**src/rtl/aclc_pkg.sv**
```systemverilog
package aclc_pkg;

	// geometry of the cache
	localparam int ENTRIES    = 16;
	localparam int KEY_BITS   = 32;
	localparam int VALUE_BITS = 32;

	// fixed field widths
	localparam int CAP_W       = 5;
	localparam int STATUS_W    = 3;
	localparam int OUT_VALUE_W = 32;

	// derived widths
	localparam int IDX_W  = $clog2(ENTRIES);
	localparam int RANK_W = IDX_W;
	localparam int CNT_W  = $clog2(ENTRIES + 1);
	localparam int CMP_W  = (CNT_W > CAP_W) ? CNT_W : CAP_W;

	localparam logic [CAP_W-1:0] CAP_RESET = CAP_W'(16);

	// operation codes
	localparam logic FN_FIND   = 1'b0;
	localparam logic FN_INSERT = 1'b1;

	// result codes
	typedef enum logic [STATUS_W-1:0] {
		ST_HIT     = 3'd0,
		ST_MISS    = 3'd1,
		ST_FREE    = 3'd2,
		ST_REPLACE = 3'd3,
		ST_REFUSED = 3'd4
	} status_t;

	// sequencer states
	typedef enum logic [1:0] {
		S_IDLE,
		S_SCAN,
		S_UPDATE
	} fsm_t;

	// one word of the key/value memory
	typedef struct packed {
		logic [KEY_BITS-1:0]   key;
		logic [VALUE_BITS-1:0] value;
	} kv_entry_t;

	// recency update request
	typedef struct packed {
		logic              en;
		logic              age_all;
		logic              set_valid;
		logic [RANK_W-1:0] limit;
		logic [IDX_W-1:0]  idx;
	} rank_cmd_t;

	// recency table lookups
	typedef struct packed {
		logic [ENTRIES-1:0] valid;
		logic               free_found;
		logic [IDX_W-1:0]   free_idx;
		logic               victim_found;
		logic [IDX_W-1:0]   victim_idx;
		logic [RANK_W-1:0]  hit_rank;
	} rank_info_t;

endpackage

```
**src/rtl/aclc_if.sv**
```systemverilog
// request channel: operation, key and value
interface aclc_req_if;
	logic                            valid;
	logic                            ready;
	logic                            func;
	logic [aclc_pkg::KEY_BITS-1:0]   key;
	logic [aclc_pkg::VALUE_BITS-1:0] value;

	modport source(output valid, func, key, value, input ready);
	modport sink(input valid, func, key, value, output ready);
endinterface

// response channel: status and found value
interface aclc_rsp_if;
	logic                             valid;
	logic                             ready;
	logic [aclc_pkg::STATUS_W-1:0]    status;
	logic [aclc_pkg::OUT_VALUE_W-1:0] value_out;

	modport source(output valid, status, value_out, input ready);
	modport sink(input valid, status, value_out, output ready);
endinterface

// capacity register write channel
interface aclc_cfg_if;
	logic                       valid;
	logic                       ready;
	logic [aclc_pkg::CAP_W-1:0] data;

	modport source(output valid, data, input ready);
	modport sink(input valid, data, output ready);
endinterface

```
**src/rtl/age_counter_lru_cache_unit.sv**
```systemverilog
// Fully associative key/value cache with least-recently-used replacement.
// req carries func (find or insert), key and value; rsp returns status and
// value_out, one response word per request word, in order. cfg writes the
// capacity register (reset value 16, values above the entry count act as
// the entry count); write it only while no request is in flight.
// A request is taken only while the unit is idle. Keys and values live in
// a single-port-read memory with a registered read; the unit sweeps all
// entries one per cycle and takes no new request until its update step is
// done. Recency ranks and valid bits sit in a small register table that
// is aged in a single step.
// The response sits in an output register: a stalled receiver does not
// block the next request, but a finished request waits in its update step
// until the previous response has been taken.
// Reset clears the valid bits, the fill count and the response valid flag
// and loads the capacity with 16; the memory contents are not cleared and
// need no clearing pass.
module age_counter_lru_cache_unit (
	input logic       clk,
	input logic       arst_n,
	aclc_req_if.sink  req,
	aclc_rsp_if.source rsp,
	aclc_cfg_if.sink  cfg
);

	aclc_pkg::fsm_t state_q, state_d;

	logic [aclc_pkg::IDX_W:0]        cnt_q;
	logic                            func_q;
	logic [aclc_pkg::KEY_BITS-1:0]   key_q;
	logic [aclc_pkg::VALUE_BITS-1:0] value_q;
	logic [aclc_pkg::CAP_W-1:0]      capacity_q;
	logic [aclc_pkg::CNT_W-1:0]      fill_q;

	logic                            hit_q;
	logic [aclc_pkg::IDX_W-1:0]      hit_idx_q;
	logic [aclc_pkg::VALUE_BITS-1:0] hit_val_q;

	logic                            vld_s1;
	logic [aclc_pkg::IDX_W-1:0]      idx_s1;
	aclc_pkg::kv_entry_t             rd_data_s1;

	logic                             out_valid_q;
	logic [aclc_pkg::STATUS_W-1:0]    status_q;
	logic [aclc_pkg::OUT_VALUE_W-1:0] value_out_q;

	aclc_pkg::kv_entry_t kv_mem [aclc_pkg::ENTRIES];

	logic                        accept;
	logic                        rd_en;
	logic [aclc_pkg::IDX_W-1:0]  rd_addr;
	logic                        match;
	logic                        last_cmp;
	logic                        out_free;
	logic                        fire;

	logic                        mem_we;
	logic [aclc_pkg::IDX_W-1:0]  mem_waddr;
	logic                        fill_inc;
	aclc_pkg::status_t           status_d;
	logic [aclc_pkg::OUT_VALUE_W-1:0] value_d;
	aclc_pkg::rank_cmd_t         rank_cmd;
	aclc_pkg::rank_info_t        info;

	logic [aclc_pkg::CMP_W-1:0]  cap_ext;
	logic [aclc_pkg::CMP_W-1:0]  cap_eff;
	logic [aclc_pkg::CMP_W-1:0]  fill_ext;
	logic [aclc_pkg::RANK_W-1:0] oldest;

	// handshakes
	assign req.ready = (state_q == aclc_pkg::S_IDLE);
	assign accept    = req.valid && req.ready;
	assign cfg.ready = 1'b1;

	assign rsp.valid     = out_valid_q;
	assign rsp.status    = status_q;
	assign rsp.value_out = value_out_q;

	// capacity register
	always_ff @(posedge clk or negedge arst_n) begin
		if (!arst_n) begin
			capacity_q <= aclc_pkg::CAP_RESET;
		end else if (cfg.valid && cfg.ready) begin
			capacity_q <= cfg.data;
		end
	end

	// sweep address, one entry per cycle
	assign rd_en   = (state_q == aclc_pkg::S_SCAN) &&
	                 (cnt_q < (aclc_pkg::IDX_W + 1)'(aclc_pkg::ENTRIES));
	assign rd_addr = cnt_q[aclc_pkg::IDX_W-1:0];

	// key/value memory, registered read
	always_ff @(posedge clk) begin
		if (mem_we) begin
			kv_mem[mem_waddr] <= '{key: key_q, value: value_q};
		end
		if (rd_en) begin
			rd_data_s1 <= kv_mem[rd_addr];
		end
	end

	always_ff @(posedge clk) begin
		idx_s1 <= rd_addr;
	end

	// compare stage
	assign match    = vld_s1 && info.valid[idx_s1] && (rd_data_s1.key == key_q);
	assign last_cmp = vld_s1 && (idx_s1 == aclc_pkg::IDX_W'(aclc_pkg::ENTRIES - 1));

	// request capture and hit tracking
	always_ff @(posedge clk) begin
		if (accept) begin
			func_q  <= req.func;
			key_q   <= req.key;
			value_q <= req.value;
		end
		if (match && !hit_q) begin
			hit_idx_q <= idx_s1;
			hit_val_q <= rd_data_s1.value;
		end
	end

	always_ff @(posedge clk or negedge arst_n) begin
		if (!arst_n) begin
			state_q     <= aclc_pkg::S_IDLE;
			cnt_q       <= '0;
			vld_s1      <= 1'b0;
			hit_q       <= 1'b0;
			fill_q      <= '0;
			out_valid_q <= 1'b0;
		end else begin
			state_q <= state_d;
			vld_s1  <= rd_en;
			if (accept) begin
				cnt_q <= '0;
				hit_q <= 1'b0;
			end else begin
				if (rd_en) begin
					cnt_q <= cnt_q + 1'b1;
				end
				if (match) begin
					hit_q <= 1'b1;
				end
			end
			if (fill_inc) begin
				fill_q <= fill_q + 1'b1;
			end
			if (fire) begin
				out_valid_q <= 1'b1;
			end else if (rsp.ready) begin
				out_valid_q <= 1'b0;
			end
		end
	end

	// response register
	always_ff @(posedge clk) begin
		if (fire) begin
			status_q    <= status_d;
			value_out_q <= value_d;
		end
	end

	// sequencer
	always_comb begin
		state_d = state_q;
		unique case (state_q)
			aclc_pkg::S_IDLE: begin
				if (accept) begin
					state_d = aclc_pkg::S_SCAN;
				end
			end
			aclc_pkg::S_SCAN: begin
				if (last_cmp) begin
					state_d = aclc_pkg::S_UPDATE;
				end
			end
			aclc_pkg::S_UPDATE: begin
				if (out_free) begin
					state_d = aclc_pkg::S_IDLE;
				end
			end
			default: begin
				state_d = aclc_pkg::S_IDLE;
			end
		endcase
	end

	assign out_free = !out_valid_q || rsp.ready;
	assign fire     = (state_q == aclc_pkg::S_UPDATE) && out_free;

	// effective capacity and the rank of the oldest entry
	assign cap_ext  = aclc_pkg::CMP_W'(capacity_q);
	assign cap_eff  = (cap_ext > aclc_pkg::CMP_W'(aclc_pkg::ENTRIES)) ?
	                  aclc_pkg::CMP_W'(aclc_pkg::ENTRIES) : cap_ext;
	assign fill_ext = aclc_pkg::CMP_W'(fill_q);
	assign oldest   = aclc_pkg::RANK_W'(fill_q - 1'b1);

	// decision for the finished sweep
	always_comb begin
		status_d          = aclc_pkg::ST_REFUSED;
		value_d           = '0;
		rank_cmd          = '0;
		mem_we            = 1'b0;
		mem_waddr         = info.free_idx;
		fill_inc          = 1'b0;
		if (func_q == aclc_pkg::FN_FIND) begin
			if (hit_q) begin
				status_d       = aclc_pkg::ST_HIT;
				value_d        = aclc_pkg::OUT_VALUE_W'(hit_val_q);
				rank_cmd.en    = fire;
				rank_cmd.limit = info.hit_rank;
				rank_cmd.idx   = hit_idx_q;
			end else begin
				status_d = aclc_pkg::ST_MISS;
			end
		end else if (hit_q || cap_eff == '0) begin
			status_d = aclc_pkg::ST_REFUSED;
		end else if (fill_ext < cap_eff) begin
			if (info.free_found) begin
				status_d           = aclc_pkg::ST_FREE;
				rank_cmd.en        = fire;
				rank_cmd.age_all   = 1'b1;
				rank_cmd.set_valid = 1'b1;
				rank_cmd.idx       = info.free_idx;
				mem_we             = fire;
				mem_waddr          = info.free_idx;
				fill_inc           = fire;
			end
		end else if (info.victim_found) begin
			status_d       = aclc_pkg::ST_REPLACE;
			rank_cmd.en    = fire;
			rank_cmd.limit = oldest;
			rank_cmd.idx   = info.victim_idx;
			mem_we         = fire;
			mem_waddr      = info.victim_idx;
		end
	end

	aclc_rank_table u_rank (
		.clk     (clk),
		.arst_n  (arst_n),
		.cmd     (rank_cmd),
		.hit_idx (hit_idx_q),
		.oldest  (oldest),
		.info    (info)
	);

	// fill count tracks the number of valid entries
	a_fill_matches_valid: assert property (@(posedge clk) disable iff (!arst_n)
		$countones(info.valid) == int'(fill_q))
		else $error("fill count differs from number of valid entries");

	// memory is never written during the sweep
	a_no_write_in_sweep: assert property (@(posedge clk) disable iff (!arst_n)
		mem_we |-> (state_q == aclc_pkg::S_UPDATE) && !rd_en)
		else $error("memory write overlaps the sweep");

	// an accepted word starts a fresh sweep
	a_accept_starts_scan: assert property (@(posedge clk) disable iff (!arst_n)
		accept |=> (state_q == aclc_pkg::S_SCAN) && !hit_q && cnt_q == '0)
		else $error("sweep did not restart on accept");

	// a finished update always leaves a response in the output register
	a_fire_gives_rsp: assert property (@(posedge clk) disable iff (!arst_n)
		fire |=> out_valid_q && (state_q == aclc_pkg::S_IDLE))
		else $error("update did not produce a response");

	// no insert beyond the entry count
	a_fill_bound: assert property (@(posedge clk) disable iff (!arst_n)
		fill_inc |-> fill_q < aclc_pkg::CNT_W'(aclc_pkg::ENTRIES))
		else $error("fill count overflow");

endmodule

```
**src/rtl/aclc_rank_table.sv**
```systemverilog
module aclc_rank_table (
	input  logic                              clk,
	input  logic                              arst_n,
	input  aclc_pkg::rank_cmd_t               cmd,
	input  logic [aclc_pkg::IDX_W-1:0]        hit_idx,
	input  logic [aclc_pkg::RANK_W-1:0]       oldest,
	output aclc_pkg::rank_info_t              info
);

	logic [aclc_pkg::ENTRIES-1:0] valid_q;
	logic [aclc_pkg::RANK_W-1:0]  rank_q [aclc_pkg::ENTRIES];

	// valid bits, cleared by reset
	always_ff @(posedge clk or negedge arst_n) begin
		if (!arst_n) begin
			valid_q <= '0;
		end else if (cmd.en && cmd.set_valid) begin
			valid_q[cmd.idx] <= 1'b1;
		end
	end

	// aging: entries younger than the limit (or all valid entries) step back, selected entry becomes most recent
	always_ff @(posedge clk) begin
		if (cmd.en) begin
			for (int i = 0; i < aclc_pkg::ENTRIES; i++) begin
				if (valid_q[i] && (cmd.age_all || rank_q[i] < cmd.limit)) begin
					rank_q[i] <= rank_q[i] + 1'b1;
				end
			end
			rank_q[cmd.idx] <= '0;
		end
	end

	// lowest free slot and the oldest valid entry
	always_comb begin
		info              = '0;
		info.valid        = valid_q;
		info.hit_rank     = rank_q[hit_idx];
		for (int i = aclc_pkg::ENTRIES - 1; i >= 0; i--) begin
			if (!valid_q[i]) begin
				info.free_found = 1'b1;
				info.free_idx   = aclc_pkg::IDX_W'(i);
			end
			if (valid_q[i] && rank_q[i] == oldest) begin
				info.victim_found = 1'b1;
				info.victim_idx   = aclc_pkg::IDX_W'(i);
			end
		end
	end

endmodule

```
**src/flat_wrapper.sv**
```systemverilog
// flat-port wrapper written by rule: the top's interface ports become plain ports
module age_counter_lru_cache_unit_flat 
  (clk, arst_n, req_valid, req_func, req_key, req_value, req_ready, rsp_valid, rsp_status, rsp_value_out, rsp_ready, cfg_valid, cfg_data, cfg_ready);
  aclc_req_if req_i ();
  aclc_rsp_if rsp_i ();
  aclc_cfg_if cfg_i ();
  input logic clk;
  input logic arst_n;
  input wire logic [$bits(req_i.valid)-1:0] req_valid;
  input wire logic [$bits(req_i.func)-1:0] req_func;
  input wire logic [$bits(req_i.key)-1:0] req_key;
  input wire logic [$bits(req_i.value)-1:0] req_value;
  output wire logic [$bits(req_i.ready)-1:0] req_ready;
  output wire logic [$bits(rsp_i.valid)-1:0] rsp_valid;
  output wire logic [$bits(rsp_i.status)-1:0] rsp_status;
  output wire logic [$bits(rsp_i.value_out)-1:0] rsp_value_out;
  input wire logic [$bits(rsp_i.ready)-1:0] rsp_ready;
  input wire logic [$bits(cfg_i.valid)-1:0] cfg_valid;
  input wire logic [$bits(cfg_i.data)-1:0] cfg_data;
  output wire logic [$bits(cfg_i.ready)-1:0] cfg_ready;
  assign req_i.valid = req_valid;
  assign req_i.func = req_func;
  assign req_i.key = req_key;
  assign req_i.value = req_value;
  assign req_ready = req_i.ready;
  assign rsp_valid = rsp_i.valid;
  assign rsp_status = rsp_i.status;
  assign rsp_value_out = rsp_i.value_out;
  assign rsp_i.ready = rsp_ready;
  assign cfg_i.valid = cfg_valid;
  assign cfg_i.data = cfg_data;
  assign cfg_ready = cfg_i.ready;
  age_counter_lru_cache_unit u_core (.clk(clk), .arst_n(arst_n), .req(req_i), .rsp(rsp_i), .cfg(cfg_i));
endmodule
```
**config.mk**
```make
export PLATFORM = sky130hd
export DESIGN_NAME = age_counter_lru_cache_unit_flat
export DESIGN_NICKNAME = d
export VERILOG_FILES = /design/src/rtl/aclc_pkg.sv /design/src/rtl/aclc_if.sv /design/src/rtl/age_counter_lru_cache_unit.sv /design/src/rtl/aclc_rank_table.sv /design/src/flat_wrapper.sv
export SDC_FILE = /design/constraint.sdc
export NUM_CORES = 1
export LEC_CHECK = 0
export BUFFER_PORTS_ARGS = -buffer_cell sky130_fd_sc_hd__clkbuf_2
export CAP_MARGIN = 10
export CELL_PAD_IN_SITES_DETAIL_PLACEMENT = 1
export CELL_PAD_IN_SITES_GLOBAL_PLACEMENT = 2
export CORE_ASPECT_RATIO = 0.7
export CORE_MARGIN = 2
export CORE_UTILIZATION = 45
export CTS_CLUSTER_SIZE = 20
export DETAILED_ROUTE_END_ITERATION = 7
export HOLD_SLACK_MARGIN = 0.08
export PLACE_DENSITY_LB_ADDON = 0.25
export SLEW_MARGIN = 20
export SYNTH_ARGS = -nofsm -noshare
export SYNTH_HDL_FRONTEND = slang
export SYNTH_HIERARCHICAL = 1
export SYNTH_SLANG_ARGS = --single-unit
```
**constraint.sdc**
```tcl
create_clock -name clk -period 22.7 [get_ports clk]
set_clock_uncertainty 0.05 [all_clocks]
set_input_delay 5.675 -clock clk [delete_from_list [all_inputs] [get_ports clk]]
set_output_delay 5.675 -clock clk [all_outputs]
set_load 0.01 [all_outputs]
```
* Word level (Yosys, flattened, before mapping) *
Memories as Yosys holds them, arrays and structs flattened. A register that Yosys moved wholly into a read port is not among the register bits.
Cells that the tools add are included.

storage, ports and cells
  input port bits = 75
  bits in registers = 176
  logic and storage cells = 283
  memory bits (writable) = 1088
  memories = 2

operators by class
  mux-type cells = 131
  bitwise operators = 2
  equal/unequal tests = 23
  add/subtract/negate cells = 19
  reduce and logical (&&, ||, !) cells = 68
  order comparisons = 22

memory list
  memory                depth  width  read ports  clocked after memory_dff  write ports  RTL line                          text
  u_core.kv_mem         16     64     1           1                         1            age_counter_lru_cache_unit.sv:46  aclc_pkg::kv_entry_t kv_mem [aclc_pkg::ENTRIES];
  u_core.u_rank.rank_q  16     4      17          1                         17           aclc_rank_table.sv:11             logic [aclc_pkg::RANK_W-1:0] rank_q [aclc_pkg::ENTRIES];

operator list
  cell                                                 number
  2-to-1 mux 5 bit                                     35
  2-to-1 mux 1 bit                                     70
  adder 4 x 1 -> 4 bit (second input constant)         16
  equality test 4 bit                                  16
  < comparator 4 bit                                   16
  logical AND 1 bit                                    41
  equality test 32 bit                                 1
  2-to-1 mux 4 bit                                     8
  2-to-1 mux 8 bit                                     3
  logical OR 1 bit                                     18
  2-to-1 mux 3 bit                                     6
  bitwise OR 16 bit                                    1
  2-to-1 mux 11 bit                                    1
  adder 5 x 1 -> 5 bit (second input constant)         2
  < comparator 4 x 5 -> 1 bit (second input constant)  2
  2-to-1 mux 2 bit                                     5
  one-hot mux 2 bit (3 select lines)                   1
  nonzero test 2 bit                                   3
  > comparator 5 bit (second input constant)           1
  zero test 5 bit                                      1
  < comparator 5 bit                                   1
  < comparator 5 bit (second input constant)           1
  binary-select mux 1 bit (select 4 bit)               1
  demux 1 bit (select 4 bit)                           1
  12 further kinds                                     14

* Logic depth before layout (Yosys ltp) *
  word-level depth = 29
  gate-level depth with buffers = 21
  gate-level depth less buffers = 18

* Hierarchy *
Netlist, hierarchy kept.

modules (own cells, without submodules)
  module                      area an instance (um^2)  sequential area each (um^2)  cells each  instances
  age_counter_lru_cache_unit  46693.5                  37337.1                      1891        1
  aclc_rank_table             6722.7                   1681.6                       750         1

* Worst setup path before layout *
OpenSTA, ideal clock, no wires.

  kind = input -> register
  start point = input port rsp_ready
  end point = memory u_core/kv_mem[8][0] in the netlist's numbering (enable)
  required time = 22.085 ns
  arrival time = 12.516 ns
  slack = 9.569 ns
  stages on the path = 6
  path buffers = 1
  setup time = 0.565 ns
  cells stage by stage = nand2b_1 -> nor2b_1 -> nor2b_1 -> clkbuf_1 -> o21ai_1 -> nor3_1

on the way
  word-level cells in the longest chain between the ends = 8
  elaborated cells between the ends (all ways) = 9
  those cells by class = mux (7); reduce/logical (2)

RTL lines
  what                                        RTL line                                                              text
  start, declared                             flat_wrapper.sv:17                                                    input wire logic [$bits(rsp_i.ready)-1:0] rsp_ready;
  logical OR 1 bit (*)                        age_counter_lru_cache_unit.sv:189                                     assign out_free = !out_valid_q || rsp.ready;
  logical AND 1 bit (*)                       age_counter_lru_cache_unit.sv:190                                     assign fire = (state_q == aclc_pkg::S_UPDATE) && out_free;
  via u_core.fire                             age_counter_lru_cache_unit.sv:54                                      logic fire;
  2-to-1 mux 1 bit, on equally long branches  age_counter_lru_cache_unit.sv:230, age_counter_lru_cache_unit.sv:220
  2-to-1 mux 1 bit (*)                        age_counter_lru_cache_unit.sv:219                                     end else if (fill_ext < cap_eff) begin
  2-to-1 mux 1 bit (*)                        age_counter_lru_cache_unit.sv:217                                     end else if (hit_q || cap_eff == '0) begin
  2-to-1 mux 1 bit (*)                        age_counter_lru_cache_unit.sv:207                                     if (func_q == aclc_pkg::FN_FIND) begin
  2-to-1 mux 1 bit (*)                        age_counter_lru_cache_unit.sv:94                                      if (mem_we) begin
  2-to-1 mux 1 bit (implied by the code) (*)  age_counter_lru_cache_unit.sv:95                                      kv_mem[mem_waddr] <= '{key: key_q, value: value_q};
  end, declared                               age_counter_lru_cache_unit.sv:46

Mark *: on every way through the listed nets, which the timed path passes. The rest lies on a longest branch.

* Worst setup path in the final report *
  start point = input port rsp_ready
  end point = memory u_core/kv_mem[15][48] in the netlist's numbering (enable)

The elaborated chain is that of the path after synthesis.

==> out/metrics.cfg <==
[detailed_routing]
dr.pass1.iters=5
vias_per_cell=5.91
ant_nets=0
drc=0
vias=26500
avgRoutedWirePerCell_microns=28.1
drt_iter0_drc=2373
wirelength_microns=126000

[global_route]
grt_pass1_vias=28000
grt_usage=0.211
grt_max_degree=105
grt_pass1_wl_microns=190000
antenna_found_initial=2
overflow=0

[floorplanning]
start_util=0.455
core.rowCount=105
coreArea_sq_um=117000
fp.dieW_microns=416
die_h_microns=292
fp.dieArea_sq_um=122000
io_pins=113

[yosys]
yosysWarnings=6
ys_seq_area_frac=0.730
synth_cells=2641
syn_avg_cell_area_sq_um=20.2
synth_edf_count=1224
synth_fp_nets=2787
synth_seq_cells=1328
mappedNetlistArea_sq_um=53400
synthFlopType=edfxtp_1
async_flop_share=0.0271
synth.distinct_cells=64

[min_path]
hold_end=u_core/hit_val_q[29]
hold_depth=0
hp-class=register to register
holdCritStartpoint=u_core/rd_data_s1[29]

[layout]
fin_cells=4482
multi_input_area_sq_um=13900
final_cell_area_sq_um=59800
nets=2974
post-route-util=0.510
fillCellCount=10600
register_area_sq_um=39000
layout_common_cells=1,224 x edfxtp_1, 344 x mux4_2, 148 x nand2_1
syn2layout_area_growth_pct=12.0
n_antenna_cell=0
mostFrequentLayoutCell=edfxtp_1
final_layout_size_suffix_gt1_frac=0.256

[clock_tree]
holdBufCountCts=0
cts_buffers=121
cts_tree=built
root_buffer=clkbuf_16
clock_sinks=1328
post_cts_resized=0
clock_path_buffers=3
clk_pin_slew_ns=0.06
postCtsSetupRepairBufs=0
clk_latency_ns=0.75
cts-htree-levels=3

[critical_path]
critical_path.endpoint_type=register
cpPeakStageDelay_ns=0.82
rr_worst_depth=17
r2r_slack_ns=16.49
cp.arrival_ns=9.14
cp_num_buf_inv=3
crit_required_ns=22.99
cp_common_cell=buf_4
rr_endpoint=u_core/u_rank/rank_q[10][0]
worst_setup_path_start_kind=input pin
path_max_fanout=44
r2r-start=u_core/fill_ext[0]
critPathTopFamily=simple AND/OR/NAND/NOR gates
path_class=input pin to register
path_cells=clkbuf_2, nand2b_1, nor2b_4, buf_4, nor2b_1, o21ai_1, nor2_4, buf_4
slowest_stage=buf_4

[sta]
slew_viol_final=0
maxSlewHeadroom=0.250
hold_viol=0
tightest_slew_ns=1.12
finalCriticalPeriod_ns=8.86
rsz0062_at_grt=false
post-route-period-util=0.390
finalSetupViolCount=0
finalWorstSetupSlack_ns=13.84
max_freq_ghz=0.113
tns_ns=0

[power]
pwr_density_cell_nw_per_um2=108
ir_drop_v=0.000121
p_leak_uw=0.0195

[run_status]
status=complete, no violations

[place]
globalplace.congestion=0.792
dp_hpwl_microns=73900
dpl_cell_area_sq_um=55900
pre_cts_ws_ns=13.14
io_buffers=111
place.detailed.instances=4254

[flow_run]
max_cap_violations=0

## registers in the layout, indices dropped and copies added (netlist names)
register               count
u_core/kv_mem           1024
u_core/rd_data_s1         64
u_core/u_rank/rank_q      64
u_core/hit_val_q          32
u_core/key_q              32
u_core/rsp.value_out      32
u_core/value_q            32
u_core/u_rank/valid_q     16
u_core/cap_ext             5
u_core/cnt_q               5
u_core/fill_ext            5
u_core/hit_idx_q           4
u_core/idx_s1              4
u_core/rsp.status          3
u_core/state_q             2
u_core/func_q              1
u_core/hit_q               1
u_core/rsp.valid           1
u_core/vld_s1              1
## where the power goes
group / leakage, uW / switching, uW / internal [uW] / total (uW)
Clock: 0.00188 / 910 / 1100 / 2010
Combinational: 0.00553 / 697 / 680 / 1380
Sequential: 0.0121 / 184 / 2900 / 3080
Total: 0.0195 / 1790 / 4670 / 6460
## cell families after synthesis
family,synth area share
AND/OR/NAND/NOR,0.0410
adder cells (fa/ha/maj),0.0166
XOR/XNOR,0.0172
AO/OA/AOI/OAI,0.0226
multiplexers,0.160
flip-flops,0.730
other,0.0000702
buffers and inverters,0.0119
## worst reg2reg max path, stage by stage (launching register included)
cell	delay [ns]
dfrtp_1	0.48
nor3_1	0.49
xor2_4	0.17
buf_4	0.36
xor2_1	0.14
nor4_1	0.95
nor4b_2	0.22
nand3_1	0.23
or2_1	0.21
o2111ai_2	0.39
o21ai_0	0.29
inv_1	0.51
ha_1	0.51
a21o_1	0.16
a21o_1	0.17
a21o_1	0.20
a21oi_1	0.30
mux2i_1	0.26
## layer usage
layer  global-route usage  share of wire
met5                    0              0
met4               0.0435          0.016
met3               0.0347          0.060
met2                0.324           0.46
met1                0.320           0.46
## layout make-up
type / count / share of cell area
flip-flops and latches: 1328 / 0.652
repair buffers: 168 / 0.0171
clock inverters: 83 / 0.0120
multi-input cells: 1192 / 0.233
clock buffers: 143 / 0.0527
well taps: 1551 / 0.0324
inverters: 17 / 0.00107
## how the worst max path moves through the flow
stage,startpoint,endpoint,cells after the start
2_1_floorplan,rsp_ready,u_core/kv_mem[8][0],6
3_3_place_gp,rsp_ready,u_core/kv_mem[3][44],8
3_5_place_dp,rsp_ready,u_core/kv_mem[15][48],8
4_1_cts,rsp_ready,u_core/kv_mem[15][41],8
5_1_grt,rsp_ready,u_core/kv_mem[15][46],8
6_report,rsp_ready,u_core/kv_mem[15][48],8
## stage by stage
step	total power (uW)	hold slack (ns)
2_1_floorplan	4120	0.316
3_3_place_gp	4490	0.353
3_5_place_dp	4530	0.356
4_1_cts	6540	0.371
5_1_grt	6720	0.377
6_report	6460	0.369
## cell usage after synthesis, drive strengths merged (2+ instances only)
cell type  number  area, sq um
o211ai          2         15.0
nor2           25         93.8
a21oi          40          238
a211oi         18          185
ha             71          888
and3            6         37.5
nor3b           3         22.5
clkbuf         42          159
or2             5         31.3
dfxtp          68         1360
edfxtp       1224        36800
nor2b          10         62.6
nand3          48          240
xnor2          29          254
a31oi           4         25.0
a211o           3         26.3
mux4          344         7750
o21ai          14         70.1
nand2b         71          444
nand4          11         68.8
xor2           76          666
dfrtp          35          876
and2           39          244
nor4           23          150
nand4b          3         26.3
a21o           52          390
buf            62          412
o21bai         10         75.1
a22o            2         17.5
and3b           2         17.5
o22ai           2         18.8
inv            17         63.8
o211a           2         20.0
a221o           4         40.0
mux2i          73          731
nand2         148          556
mux2            7         78.8
nor3           30          150
(Power assumes the default switching activity.)
